[config.mk]
export PLATFORM = sky130hd
export DESIGN_NAME = audio_feature_unit_control_core
export DESIGN_NICKNAME = d
export VERILOG_FILES = /design/src/hdl/afuc_pkg.sv /design/src/hdl/afuc_conv.sv /design/src/hdl/afuc_core.sv /design/src/hdl/audio_feature_unit_control_core.sv
export SDC_FILE = /design/constraint.sdc
export NUM_CORES = 1
export LEC_CHECK = 0
export BUFFER_PORTS_ARGS = -buffer_cell sky130_fd_sc_hd__clkbuf_2
export CORE_MARGIN = 2
export CORE_UTILIZATION = 40
export CTS_CLUSTER_SIZE = 16
export DETAILED_ROUTE_END_ITERATION = 10
export GPL_TIMING_DRIVEN = 1
export HOLD_SLACK_MARGIN = 0.12
export SYNTH_ARGS = -nofsm -noshare
export SYNTH_HDL_FRONTEND = slang
export SYNTH_SLANG_ARGS = --single-unit
[constraint.sdc]
create_clock -name clk -period 24.1 [get_ports clk]
set_input_delay 2.41 -clock clk [delete_from_list [all_inputs] [get_ports clk]]
set_output_delay 2.41 -clock clk [all_outputs]
set_load 0.03 [all_outputs]
[src/hdl/afuc_pkg.sv]
// afuc_pkg: shared types and constants for the audio feature unit control block
// request and selector codes, volume mapping constants, item and result structs
// no dependencies
package afuc_pkg;

  localparam int unsigned NUM_CHANNELS_DEF = 2;

  localparam logic [7:0] REQ_SET_CUR = 8'h01;
  localparam logic [7:0] REQ_GET_CUR = 8'h81;
  localparam logic [7:0] REQ_GET_MIN = 8'h82;
  localparam logic [7:0] REQ_GET_MAX = 8'h83;
  localparam logic [7:0] REQ_GET_RES = 8'h84;

  localparam logic [7:0] SEL_MUTE   = 8'h01;
  localparam logic [7:0] SEL_VOLUME = 8'h02;

  localparam logic [15:0] ENTITY_ID = 16'h0200;

  localparam logic [7:0] VOL_RESET = 8'd240;

  // dB code range: level 0..255 maps onto 0x8000..0x0800
  localparam logic [15:0] CODE_BASE  = 16'h8000;
  localparam logic [15:0] CODE_SPAN  = 16'h8800;
  localparam logic [15:0] CODE_ROUND = 16'h4400;
  localparam logic [15:0] CODE_MIN   = 16'h8001;
  localparam logic [15:0] CODE_MAX   = 16'h0800;
  localparam logic [15:0] CODE_RES   = 16'h0088;

  // span / 256, so span * v / 255 = SPAN_HI * v + SPAN_HI * v / 255
  localparam logic [7:0] SPAN_HI = 8'(CODE_SPAN >> 8);

  localparam logic [1:0] LEN_NONE = 2'd0;
  localparam logic [1:0] LEN_BYTE = 2'd1;
  localparam logic [1:0] LEN_WORD = 2'd2;

  typedef struct packed {
    logic [15:0] write_value;
    logic [15:0] interface_entity;
    logic [15:0] control_value;
    logic [7:0]  request_code;
  } item_t;

  typedef struct packed {
    logic [7:0]  right_level;
    logic [7:0]  left_level;
    logic        mute_level;
    logic        levels_changed;
    logic [15:0] reply_value;
    logic [1:0]  reply_length;
    logic        stall_res;
  } result_t;

endpackage

[src/hdl/afuc_conv.sv]
// afuc_conv: volume level <-> 16-bit dB code mapping, purely combinational
// divisions by 255 and 0x8800 done by shifts and a reciprocal multiply
// depends on afuc_pkg
module afuc_conv
  import afuc_pkg::*;
(
  input  logic [7:0]  level_in,
  output logic [15:0] code_out,
  input  logic [15:0] code_in,
  output logic [7:0]  level_out
);

  // level to code
  logic [15:0] lin;
  logic [15:0] y;
  logic [16:0] qsum;
  logic [15:0] q;

  // code to level
  logic [15:0] d;
  logic [23:0] x;
  logic [15:0] t;
  logic [13:0] u1;
  logic [25:0] prod;

  always_comb begin
    lin  = 16'(level_in) * 16'(SPAN_HI);
    y    = lin + 16'd127;
    // exact y / 255 for y below 65535
    qsum = 17'(y) + 17'(y[15:8]) + 17'd1;
    q    = 16'(qsum[16:8]);
    code_out = lin + q + CODE_BASE;
  end

  always_comb begin
    d    = code_in - CODE_BASE;
    x    = {d, 8'b0} - 24'(d) + 24'(CODE_ROUND);
    t    = x[23:8];
    // t / 136 as (t >> 3) / 17, reciprocal of 17 with +1 correction
    u1   = 14'(t[15:3]) + 14'd1;
    prod = 26'(u1) * 26'd3855;
    if (t >= {SPAN_HI, 8'b0}) begin
      level_out = 8'hff;
    end else begin
      level_out = prod[23:16];
    end
  end

endmodule

[src/hdl/afuc_core.sv]
// afuc_core: request decode, mute and channel volume registers, reply build
// result is combinational from the staged item; state updates on fire
// depends on afuc_pkg and afuc_conv
module afuc_core
  import afuc_pkg::*;
#(
  parameter int unsigned NUM_CHANNELS = NUM_CHANNELS_DEF
) (
  input  logic    clk,
  input  logic    rst,
  input  logic    fire,
  input  item_t   item,
  output result_t res
);

  logic             mute_bit;
  logic             mute_next;
  logic [7:0]       channel_volume [NUM_CHANNELS];
  logic [7:0]       volume_next    [NUM_CHANNELS];

  logic [7:0]       sel;
  logic [7:0]       ch;
  logic             ch_ok;
  logic [7:0]       cur_level;
  logic [15:0]      cur_code;
  logic [7:0]       new_level;
  logic             vol_write;

  assign sel   = item.control_value[15:8];
  assign ch    = item.control_value[7:0] - 8'd1;
  assign ch_ok = 32'(ch) < NUM_CHANNELS;

  // select the addressed channel
  always_comb begin
    cur_level = '0;
    for (int i = 0; i < int'(NUM_CHANNELS); i++) begin
      if (ch == 8'(i)) begin
        cur_level = channel_volume[i];
      end
    end
  end

  afuc_conv u_conv (
    .level_in  (cur_level),
    .code_out  (cur_code),
    .code_in   (item.write_value),
    .level_out (new_level)
  );

  always_comb begin
    res.stall_res      = 1'b1;
    res.reply_length   = LEN_NONE;
    res.reply_value    = '0;
    res.levels_changed = 1'b0;
    mute_next          = mute_bit;
    vol_write          = 1'b0;

    if (item.interface_entity == ENTITY_ID) begin
      if (sel == SEL_MUTE) begin
        if (item.request_code == REQ_GET_CUR) begin
          res.stall_res    = 1'b0;
          res.reply_length = LEN_BYTE;
          res.reply_value  = 16'(mute_bit);
        end else if (item.request_code == REQ_SET_CUR) begin
          mute_next          = item.write_value[0];
          res.stall_res      = 1'b0;
          res.levels_changed = 1'b1;
        end
      end else if (sel == SEL_VOLUME && ch_ok) begin
        case (item.request_code)
          REQ_GET_CUR: begin
            res.stall_res    = 1'b0;
            res.reply_length = LEN_WORD;
            res.reply_value  = cur_code;
          end
          REQ_GET_MIN: begin
            res.stall_res    = 1'b0;
            res.reply_length = LEN_WORD;
            res.reply_value  = CODE_MIN;
          end
          REQ_GET_MAX: begin
            res.stall_res    = 1'b0;
            res.reply_length = LEN_WORD;
            res.reply_value  = CODE_MAX;
          end
          REQ_GET_RES: begin
            res.stall_res    = 1'b0;
            res.reply_length = LEN_WORD;
            res.reply_value  = CODE_RES;
          end
          REQ_SET_CUR: begin
            vol_write          = 1'b1;
            res.stall_res      = 1'b0;
            res.levels_changed = 1'b1;
          end
          default: begin
            res.stall_res = 1'b1;
          end
        endcase
      end
    end

    for (int i = 0; i < int'(NUM_CHANNELS); i++) begin
      volume_next[i] = (vol_write && ch == 8'(i)) ? new_level : channel_volume[i];
    end

    // reported levels are the state after this request
    res.mute_level = mute_next;
    res.left_level = volume_next[0];
    if (NUM_CHANNELS > 1) begin
      res.right_level = volume_next[NUM_CHANNELS > 1 ? 1 : 0];
    end else begin
      res.right_level = '0;
    end
  end

  always_ff @(posedge clk) begin
    if (rst) begin
      mute_bit <= 1'b0;
      for (int i = 0; i < int'(NUM_CHANNELS); i++) begin
        channel_volume[i] <= VOL_RESET;
      end
    end else if (fire) begin
      mute_bit <= mute_next;
      for (int i = 0; i < int'(NUM_CHANNELS); i++) begin
        channel_volume[i] <= volume_next[i];
      end
    end
  end

endmodule

[src/hdl/audio_feature_unit_control_core.sv]
// audio feature unit control: mute and per-channel volume for class requests
// Input channel s_*: one control request per item. s_tdata from bit 0 up:
//   request_code[7:0], control_value[23:8], interface_entity[39:24],
//   write_value[55:40].
// Output channel m_*: one result per request. m_tdata from bit 0 up:
//   stall_res[0], reply_length[2:1], reply_value[18:3], levels_changed[19],
//   mute_level[20], left_level[28:21], right_level[36:29], zero to bit 39.
// An accepted item waits in the input register until the output register
// is empty or being taken; it is then decoded and applied to the mute and
// volume registers, and its result is loaded into the output register.
// Throughput is one item per cycle while m_tready is high.
// When the receiver stalls, the result waits in the output register and
// one more item is still taken into the input register; then s_tready
// drops until the result is taken. Requests apply in order, so a get
// right after a set sees the new level.
// Reset (rst, synchronous, active high) empties both registers, clears
// mute and sets each channel volume to 240.
// depends on afuc_pkg, afuc_core, afuc_conv
module audio_feature_unit_control_core
  import afuc_pkg::*;
#(
  parameter int unsigned NUM_CHANNELS = NUM_CHANNELS_DEF
) (
  input  logic        clk,
  input  logic        rst,
  input  logic        s_tvalid,
  output logic        s_tready,
  // request_code, control_value, interface_entity, write_value
  input  logic [55:0] s_tdata,
  output logic        m_tvalid,
  input  logic        m_tready,
  // stall_res, reply_length, reply_value, levels_changed, mute_level,
  // left_level, right_level, zero fill
  output logic [39:0] m_tdata
);

  logic    in_valid;
  item_t   in_item;
  logic    out_valid;
  result_t out_res;
  result_t res;
  logic    advance;
  logic    fire;

  assign advance  = !out_valid || m_tready;
  assign fire     = in_valid && advance;
  assign s_tready = !in_valid || advance;

  afuc_core #(
    .NUM_CHANNELS (NUM_CHANNELS)
  ) u_core (
    .clk  (clk),
    .rst  (rst),
    .fire (fire),
    .item (in_item),
    .res  (res)
  );

  always_ff @(posedge clk) begin
    if (rst) begin
      in_valid  <= 1'b0;
      out_valid <= 1'b0;
    end else begin
      if (s_tready) begin
        in_valid <= s_tvalid;
      end
      if (advance) begin
        out_valid <= in_valid;
      end
    end
  end

  always_ff @(posedge clk) begin
    if (s_tready && s_tvalid) begin
      in_item <= item_t'(s_tdata);
    end
    if (fire) begin
      out_res <= res;
    end
  end

  assign m_tvalid = out_valid;
  assign m_tdata  = {3'b000, out_res};

endmodule
**Yosys cells after proc, flatten, opt, wreduce, memory -nomap -nowiden**

Memories as Yosys holds them, arrays and structs flattened.
Index checks and enable logic that the tools add are counted.

- Register bits after elaboration: 96
- RAM bits: 16
- Bits of input ports: 60
- Output and inout port bits: 42
- Logic and storage cells: 79
- Memories kept: 1

Memory list:

| name | words | bits a word | read ports | clocked after memory_dff | write ports | RTL line | RTL |
|---|---|---|---|---|---|---|---|
| u_core.channel_volume | 2 | 8 | 2 | 0 | 2 | afuc_core.sv:18 | `logic [7:0] channel_volume [NUM_CHANNELS];` |

- Add/subtract/negate cells: 10
- $mul: 2
- Magnitude comparators: 2
- Equality and inequality tests: 9
- Multiplexer cells: 28
- Bitwise gates (word level): 2
- Reductions and logical operators: 11

Operators by type and width:

| operator | count |
|---|---|
| 18-bit case mux with 4 select lines | 1 |
| 8-bit two-way mux | 7 |
| 20-bit two-way mux | 2 |
| 8-bit == test, second input constant | 4 |
| 24-bit by 15-bit adder with 24-bit output, second input constant | 1 |
| 8-bit by 1-bit == test with 1-bit output, second input constant | 3 |
| 14-bit by 12-bit multiplier with 24-bit output, second input constant | 1 |
| 24-bit by 16-bit subtractor with 24-bit output | 1 |
| 16-bit by 8-bit adder with 17-bit output | 1 |
| 17-bit by 1-bit adder with 17-bit output, second input constant | 1 |
| 1-bit two-way mux | 17 |
| 16-bit adder, second input constant | 1 |
| 16-bit by 7-bit adder with 16-bit output, second input constant | 1 |
| 16-bit by 9-bit adder with 16-bit output | 1 |
| 16-bit by 10-bit == test with 1-bit output, second input constant | 1 |
| 16-bit greater-or-equal comparator, second input constant | 1 |
| 16-bit subtractor, second input constant | 1 |
| 13-bit by 1-bit adder with 14-bit output, second input constant | 1 |
| 8-bit by 5-bit multiplier with 13-bit output, second input constant | 1 |
| 8-bit by 2-bit == test with 1-bit output, second input constant | 1 |
| 8-bit logical NOT | 1 |
| 8-bit by 2-bit less-than comparator with 1-bit output, second input constant | 1 |
| 8-bit by 1-bit subtractor with 8-bit output, second input constant | 1 |
| 1-bit logical AND | 5 |
| other kinds (5) | 8 |

**Depth between registers and ports, before layout**

Gate-level depths: netlist of run 1.

- Word-level depth: 13
- Gate-level depth with buffers: 39
- Depth with buffers taken out: 37

**Hierarchy**

From an unflattened synthesis of run 1, not the netlist that was laid out.

- Cells, all modules: 896
- Area, all modules: 9515.4 um^2

By module, submodules not included:

| module | times used | cells an instance | area an instance (um^2) | sequential area each (um^2) |
|---|---|---|---|---|
| afuc_conv | 1 | 582 | 4893.4 | 0.0 |
| audio_feature_unit_control_core | 1 | 107 | 2922.8 | 2832.7 |
| afuc_core | 1 | 207 | 1699.1 | 500.5 |

**Least setup slack after synthesis of run 1**

OpenSTA, ideal clock, no wires.

- Path kind: register -> register
- Start point: register in_item[43] in the netlist's numbering
- End point: memory u_core.channel_volume[1][7], in the netlist u_core.channel_volume[0][15], data pin
- Library setup time: 270 ps
- Arrival: 7366 ps
- Data required time: 23830 ps
- Slack: 16465 ps
- Stages on the path, launching flop included: 30
- Buffers on the path: 0
- Clock period less this slack: 7635 ps
- Path through: edfxtp_1 -> ha_1 -> ha_1 -> and2_0 -> and4_4 -> nor3_2 -> xnor2_1 -> ha_1 -> nand2_1 -> a2111oi_2 -> nand3_1 -> nand4b_4 -> a21o_1 -> a221o_1 -> xor2_1 -> fa_1 -> ha_1 -> inv_1 -> fa_1 -> inv_1 -> fa_1 -> ha_1 -> and4_1 -> o21ai_0 -> o311ai_0 -> a31oi_1 -> inv_1 -> a21oi_1 -> xnor2_1 -> a31oi_1

RTL lines:

| what | RTL line | RTL |
|---|---|---|
| from (decl) | audio_feature_unit_control_core.sv:38 | `item_t in_item;` |
| from (signal assigned) | audio_feature_unit_control_core.sv:75 | `in_item <= item_t'(s_tdata);` |
| to (decl) | afuc_core.sv:18 |  |

==> results.yml, run 1 <==
critical_path:
  worstSetupStartpointType: "flip-flop"
  critPathMaxFanout: 6
  cp-end-kind: "flip-flop"
  critPathArrivalTime_ns: 8.53
  crit_family: "adder cells"
  cp.required_ns: 24.18
  critPathMostFrequentCell: "ha_1"
  crit_buf_inv: 4
  cp_slowest_stage_delay_ns: 0.57
  path_class: "flip-flop to flip-flop"
  crit_slowest_cell: "xor2_1"
clocking:
  cts_tree: "done"
  cts_sinks: 112
  clk_latency_ns: 0.36
  cts.clk_slew.worst_paths_ns: 0.07
  postCtsResizedCells: 0
  cts_hold_buffers: 0
  htree_levels: 3
  root_buffer: "clkbuf_16"
  cts.path.max_buffers: 2
  cts_setup_buffers: 0
  cts_made_buffers: 9
cells_and_area:
  syn2layout_area_growth_pct: 12.2
  nNetsFinal: 1203
  multi_input_area_mm2: 0.00543
  nFillCells: 2148
  diodes: 0
  ff_latch_area_mm2: 0.00333
  final_area_mm2: 0.0105
  drive_gt1_share_pct: 14.3
route:
  drt-wirelength-per-cell_um: 15.4
  ant_nets: 0
  drt-total-wl_mm: 20.0
  num_vias: 6511
  drt_iter0_markers: 305
  drc: 0
  drt-vias-per-instance: 4.99
  dr.pass1.iters: 6
synthesis:
  syn_inst: 893
  synth_fa_ha_area_share_pct: 25.5
  synthFlopType: "edfxtp_1"
  synth_edf_count: 109
  synth_warnings: 0
  synthArstFlopShare_pct: 0
  synth_area_mm2: 0.00932
  synth_top_family_by_area: "adder cells"
  synth-simple-area-share_pct: 13.1
  ys_seq_area_share_pct: 35.7
  syn_area_per_cell_um2: 10.4
  synthDistinctLibCells: 77
  synth_xor_area_share_pct: 6.76
  synth-seq-cells: 112
  synth_compound_area_share_pct: 12.4
  synth.area.mux_share_pct: 0.349
global_route:
  grt_max_degree: 57
  overflow: 0
  grt_pass1_wl_mm: 32.4
  first_global_vias: 6442
  antenna_found_initial: 0
  grtUsageTotal_pct: 16.7
sta:
  fin_skew_ns: 0.0127
  fin_tns_setup_ns: 0
  relSlewSlack_pct: 29.8
  max_freq_mhz: 118
  tightest_slew_ns: 1.04
  rsz0062_at_grt: "false"
  hold_viol_final: 0
  period_share_pct: 35.0
  period_needed_ns: 8.44
  setup_viol: 0
  maxSlewViolCount: 0
placed_design:
  gp_congestion: 0.861
  dpl.hpwl_mm: 16.7
  portBuffers: 98
  placed_area_mm2: 0.0101
outcome:
  outcome: "completed"
flow_run:
  cap_violations: 0
die:
  die-area_mm2: 0.0245
  fp.coreArea_mm2: 0.0228
  rows: 55
  die_h_um: 157
  die-width_um: 157
  initial_core_util_pct: 40.9
  ioPinCount: 102
hold_path:
  min_path_type: "flip-flop to flip-flop"
-- Yosys cell counts (3+ instances only) --
master      n  share of area [%]
o21a_1      8               0.64
nand2_1    45                1.8
edfxtp_1  109                 35
buf_2       8               0.43
xnor2_1    46                4.3
a21oi_1    37                2.0
and2_1     10               0.67
nand2b_1    7               0.47
nor2_1     80                3.2
a21o_1     15                1.2
o31ai_1     6               0.48
inv_1     123                5.0
o311ai_0    3               0.28
a22oi_1     4               0.32
a211oi_1   11               0.89
xor2_1     26                2.4
buf_4       4               0.32
nand4_1     7               0.47
nand3_1    13               0.70
nand4b_1    3               0.28
and3_1      6               0.40
nor4_1     10               0.67
a31oi_1    10               0.67
nor2b_1     7               0.47
nor3_1     15               0.81
dfxtp_1     3               0.64
o21ai_0    28                1.5
nand3b_1    7               0.56
or2_2       3               0.20
clkbuf_1    9               0.36
o211ai_1   10               0.81
ha_1      105                 14
fa_1       52                 11
o22ai_1     4               0.27
-- path summary, 6_finish.rpt --
| check | from | endpoint | slack [ns] | cells after the start |
|---|---|---|---|---|
| max | in_item[50]$_DFFE_PP_ | u_core.channel_volume[0][7]$_SDFFCE_PN1P_ | 15.66 | 30 |
| min | u_core.mute_bit$_SDFFE_PP0P_ | u_core.mute_bit$_SDFFE_PP0P_ | 0.54 | 2 |
| max reg2reg | in_item[50]$_DFFE_PP_ | u_core.channel_volume[0][7]$_SDFFCE_PN1P_ | 15.66 | 30 |
| min reg2reg | u_core.mute_bit$_SDFFE_PP0P_ | u_core.mute_bit$_SDFFE_PP0P_ | 0.54 | 2 |
-- placed cells by master (no fill, tap or decap), types with 3 or more instances in the layout --
cell and n:
xor2_1 26, o211ai_1 10, nand2b_1 7, clkbuf_16 9, nand4b_1 3, clkbuf_2 98
o21ai_0 28, a21o_1 15, conb_1 4, edfxtp_1 109, a211oi_1 11, or2_2 3
o21a_1 8, and2_1 9, nand4_1 7, a22oi_1 4, fa_1 52, nor3_1 15
nor2_1 80, o311ai_0 3, and3_1 6, xnor2_1 46, a21oi_1 37, inv_1 123
nor2b_1 7, buf_4 3, nand2_1 45, o31ai_1 6, o22ai_1 4, a31oi_1 10
ha_1 105, dfxtp_1 3, nor4_1 10, nand3_1 13, nand3b_1 7
-- cells by family (layout without fill, tap and decap cells) --
family	count (synthesis)	in the layout
compound gates	167	167
xor+xnor	72	72
fa+ha+maj	159	159
buf+inv	145	240
flops	112	112
mux	3	3
other cells	1	4
simple gates	234	234
-- through the flow --
step / hold WS, ns / instances / utilization [%] / worst slack (ns)
final: 0.537 / 1304 / 45.9 / 15.66
after global routing: 0.563 / 1304 / 45.9 / 14.94
after CTS: 0.547 / 1304 / 45.9 / 15.59
after detailed placement: 0.536 / 1288 / 44.5 / 15.59
after global placement: 0.525 / 1288 / 44.5 / 15.83
after floorplan: 0.485 / 896 / - / 16.46
-- final cells by class --
cell class	instances	area share, %
Multi-Input combinational cell	639	51.9
Inverter	123	4.41
Clock buffer	9	2.15
Timing Repair Buffer	101	4.90
Tap cell	313	3.74
Clock inverter	7	0.993
Sequential cell	112	31.9
-- flip-flops by register name, summed over array words and instances, names as in the netlist --
signal,cells
in_item,56
in_valid,1
m_tdata,37
m_tvalid,1
u_core.channel_volume,16
u_core.mute_bit,1
-- per-layer routing --
layer	global-route usage, %	vias up	part of all wire, %
met3	3.46	11	4.2
li1	-	3319	-
met1	22.3	3061	47
met5	0	-	0
met2	28.3	120	48
met4	3.06	0	0.85
-- worst min-delay path: stages (launching register included) --
cell and delay, ns:
dfxtp_1 0.34, nor2_1 0.11, nor3_1 0.05
Power of run 1 is left out: the tool's default activity adds up to more than one toggle a clock period on the data nets, which glitch-free logic cannot reach.
==> run 2: changes to the inputs <==
==> constraint.sdc (replaced) <==
create_clock -name clk -period 7.9 [get_ports clk]
set_input_delay 0.79 -clock clk [delete_from_list [all_inputs] [get_ports clk]]
set_output_delay 0.79 -clock clk [all_outputs]
set_load 0.03 [all_outputs]
==> run 2 against run 1 <==
  * Core utilization increased by 2.7 points
  * Clock skew about the same
  * Die area unchanged
  * Register-to-register slack got worse by 15 ns
  * Worst hold slack got worse by 0.011 ns
==> results.yml, run 2 (same netlist as run 1, synthesis figures left out) <==
outcome:
  outcome: "completed"
sta:
  hold_viol_final: 0
  tightest_slew_ns: 1.06
  period_share_pct: 95.5
  max_freq_mhz: 133
  fin_skew_ns: 0.0127
  rsz0062_at_grt: "true"
  relSlewSlack_pct: 28.7
  period_needed_ns: 7.54
  maxSlewViolCount: 0
  setup_viol: 0
  hold_slack_ns: 0.526
route:
  drt-vias-per-instance: 5.03
  num_vias: 6851
  met3_length_mm: 1.07
  drt-wirelength-per-cell_um: 15.3
  wirelength_met1_mm: 9.31
  dr.pass1.iters: 5
  drc: 0
  ant_nets: 0
  drt-total-wl_mm: 20.8
  wl_met2_mm: 10.1
  drt_iter0_markers: 379
  top_layer: "met4"
clocking:
  cts.path.max_buffers: 2
  clk_latency_ns: 0.36
  cts_sinks: 112
  htree_levels: 3
  cts_made_buffers: 9
  cts.clk_slew.worst_paths_ns: 0.08
  cts_tree: "done"
  root_buffer: "clkbuf_16"
  cts_hold_buffers: 0
critical_path:
  worstSetupStartpointType: "flip-flop"
  critPathMaxFanout: 4
  crit_buf_inv: 7
  cp_slowest_stage_delay_ns: 0.62
  crit_slowest_cell: "fa_1"
  cp-end-kind: "flip-flop"
  critPathArrivalTime_ns: 7.63
  crit_family: "adder cells"
  path_class: "flip-flop to flip-flop"
  cp.required_ns: 7.99
cells_and_area:
  diodes: 0
  nNetsFinal: 1261
  nFillCells: 2095
  largest_reg_flops: 56
  post-route-util_pct: 48.6
  largest-register: "in_item"
  drive_gt1_share_pct: 22.3
  final_area_mm2: 0.0111
  mostFrequentLayoutCells: "inv_1 (121), edfxtp_1 (109), ha_1 (100)"
  syn2layout_area_growth_pct: 18.8
  final_common_cell: "inv_1"
placed_design:
  gp_congestion: 0.850
  dpl.hpwl_mm: 17.2
  portBuffers: 98
  placed_area_mm2: 0.0105
die:
  die-area_mm2: 0.0245
  rows: 55
  die_h_um: 157
  die-width_um: 157
  ioPinCount: 102
  initial_core_util_pct: 40.9
  fp.coreArea_mm2: 0.0228
global_route:
  overflow: 0
  antenna_found_initial: 0
  grtUsageTotal_pct: 17.3
  grt_pass1_wl_mm: 33.7
  first_global_vias: 6801
  grt_max_degree: 39
hold_path:
  min_path_type: "flip-flop to flip-flop"
flow_run:
  cap_violations: 0
## run 2: what timing repair did
item	in CTS	in global routing
pin swaps	1	18
endpoints found under the setup margin	4	31
setup buffers	0	10
resized for setup	4	41
## run 2: worst paths after layout
path                          from                     to  slack, ns  cells after the start
min          in_valid$_SDFFE_PP0N_  m_tvalid$_SDFFE_PP0P_       0.53                      2
max reg2reg  in_item[42]$_DFFE_PP_  m_tdata[36]$_DFFE_PP_       0.36                     30
max          in_item[42]$_DFFE_PP_  m_tdata[36]$_DFFE_PP_       0.36                     30
min reg2reg  in_valid$_SDFFE_PP0N_  m_tvalid$_SDFFE_PP0P_       0.53                      2
## run 2: tightest hold or removal path, cell delays in order, from the launching register on
cell and delay, ns:
dfxtp_1 0.34, nor2_1 0.11, nor2_1 0.04
## run 2: metal layers
layer | global-route usage (%) | vias up
li1 | - | 3447
met1 | 22.6 | 3211
met2 | 29.6 | 169
met3 | 3.32 | 24
met4 | 4.37 | 0
met5 | 0 | -
## run 2: metrics by stage
stage,TNS (ns),instances,setup slack (ns)
2_1_floorplan,0,896,0.265
3_3_place_gp,0,1336,0.0400
6_report,0,1361,0.355
5_1_grt,-0.121,1361,-0.0545
4_1_cts,0,1351,0.0121
3_5_place_dp,-0.280,1336,-0.0852
## run 2: area by class of cell
cell class                      instances  area (um^2)  area share [%]
Clock buffer                            9          225            2.03
Sequential cell                       112         3330            30.1
Tap cell                              313          392            3.53
Inverter                              123          462            4.17
Clock inverter                          6         55.1           0.497
Timing Repair Buffer                  159          948            8.56
Multi-Input combinational cell        639         5670            51.1
Power of run 2 is left out for the same reason.
==> run 3: changes to the inputs <==
==> constraint.sdc (replaced) <==
create_clock -name clk -period 8.8 [get_ports clk]
set_input_delay 0.88 -clock clk [delete_from_list [all_inputs] [get_ports clk]]
set_output_delay 0.88 -clock clk [all_outputs]
set_load 0.03 [all_outputs]
==> run 3 against run 2 <==
  * Critical path depth rose by 3
  * Global-route usage shrank 0.57 points
  * Via count is 4.4% lower
  * Sequential share of layout area up 1.7 points
  * Fmax down 5.9%
  * Final cell count down 3.7%
  * Routed wire length decreased by 4.8%
  * Core utilization fell by 2.6 points
==> results.yml, run 3 (same netlist as run 1, synthesis figures left out) <==
cells_and_area:
  largest-register: "in_item"
  mostFrequentLayoutCells: "inv_1 (123), edfxtp_1 (109), ha_1 (105)"
  drive_gt1_share_pct: 14.8
  diodes: 0
  nFillCells: 2165
  largest_reg_flops: 56
  final_common_cell: "inv_1"
  syn2layout_area_growth_pct: 12.5
  nNetsFinal: 1210
  final_area_mm2: 0.0105
flow_run:
  cap_violations: 0
critical_path:
  cp_slowest_stage_delay_ns: 0.53
  timing.rr.start: "in_item[50]$_DFFE_PP_"
  critPathMaxFanout: 6
  cp-end-kind: "flip-flop"
  critPathArrivalTime_ns: 8.10
  cp.required_ns: 8.88
  startpoint: "in_item[50]$_DFFE_PP_"
  path_class: "flip-flop to flip-flop"
  worstSetupStartpointType: "flip-flop"
  crit_slowest_cell: "fa_1"
die:
  initial_core_util_pct: 40.9
  die-area_mm2: 0.0245
  die-width_um: 157
  fp.coreArea_mm2: 0.0228
  ioPinCount: 102
  rows: 55
  die_h_um: 157
sta:
  period_share_pct: 91.1
  rsz0062_at_grt: "false"
  fin_tns_setup_ns: 0
  maxSlewViolCount: 0
  setup_viol: 0
  tightest_slew_ns: 0.984
  fin_ws_ns: 0.780
  relSlewSlack_pct: 33.8
  hold_viol_final: 0
  fin_skew_ns: 0.0107
  max_freq_mhz: 125
  period_needed_ns: 8.02
clocking:
  clk_latency_ns: 0.36
  cts.clk_slew.worst_paths_ns: 0.08
  cts_sinks: 112
  cts.path.max_buffers: 2
  htree_levels: 3
  root_buffer: "clkbuf_16"
  cts_made_buffers: 9
  cts_tree: "done"
  cts_setup_buffers: 0
global_route:
  grt_max_degree: 57
  first_global_vias: 6418
  grt_pass1_wl_mm: 32.1
  grt.busiest_layer: "met2"
  antenna_found_initial: 0
  grtUsageTotal_pct: 16.7
  use_met1_pct: 22.2
  overflow: 0
  met2_usage_pct: 28.4
  use_met3_pct: 3.21
route:
  drt-vias-per-instance: 5.00
  ant_nets: 0
  drt_iter0_markers: 297
  drc: 0
  dr.pass1.iters: 4
  drt-wirelength-per-cell_um: 15.1
  drt-total-wl_mm: 19.8
  num_vias: 6550
placed_design:
  portBuffers: 98
  placed_area_mm2: 0.0102
  dpl.hpwl_mm: 16.5
  gp_congestion: 0.842
  post-place-ws_ns: 0.576
hold_path:
  hold_start: "u_core.mute_bit$_SDFFE_PP0P_"
  min_path_type: "flip-flop to flip-flop"
outcome:
  outcome: "completed"
[run 3: cell count changes in the layout (fill, tap and decap cells not counted), sizes merged]
cell	delta
buf	-51
bufinv	+1
clkinv	-1
clkinvlp	+1
inv	-1
[run 3: path summary, 6_finish.rpt]
path / cells past startpoint / slack, ns / to
worst max register to register: 33 / 0.78 / m_tdata[28]$_DFFE_PP_
worst min register to register: 2 / 0.53 / u_core.mute_bit$_SDFFE_PP0P_
worst max-delay path: 33 / 0.78 / m_tdata[28]$_DFFE_PP_
worst min-delay path: 2 / 0.53 / u_core.mute_bit$_SDFFE_PP0P_
[run 3: through the flow]
| stage | util, % | cells | hold WS (ns) |
|---|---|---|---|
| floorplan | - | 896 | 0.485 |
| global placement | 44.7 | 1295 | 0.523 |
| detailed placement | 44.7 | 1295 | 0.535 |
| CTS | 46.0 | 1310 | 0.549 |
| global route | 46.1 | 1310 | 0.576 |
| finish | 46.1 | 1310 | 0.535 |
[run 3: per-layer routing]
layer / wire length, um / up-vias
li1: - / 3339
met1: 9240 / 3090
met2: 9510 / 109
met3: 825 / 12
met4: 222 / 0
met5: 0 / -
[run 3: layout make-up]
| cell class | count | area (um^2) | area share [%] |
|---|---|---|---|
| Clock buffer | 9 | 225 | 2.15 |
| Clock inverter | 6 | 70.1 | 0.668 |
| Sequential cell | 112 | 3330 | 31.8 |
| Inverter | 123 | 462 | 4.40 |
| Tap cell | 313 | 392 | 3.73 |
| Multi-Input combinational cell | 639 | 5450 | 51.9 |
| Timing Repair Buffer | 108 | 566 | 5.39 |
[run 3: what timing repair did]
action	in CTS	in global routing
resized for setup	0	4
hold buffers	0	0
endpoints found under the setup margin	0	16
[run 3: worst max-delay path: cells and delay by family, from the launching register on]
kind / cells / cell delay (ns)
flip-flops: 1 / 0.42
AND/OR/NAND/NOR: 6 / 1.11
AO/OA/AOI/OAI: 10 / 2.29
adder cells (fa/ha/maj): 8 / 2.92
buffers and inverters: 6 / 0.45
XOR/XNOR: 3 / 0.56
Power of run 3 is left out for the same reason.
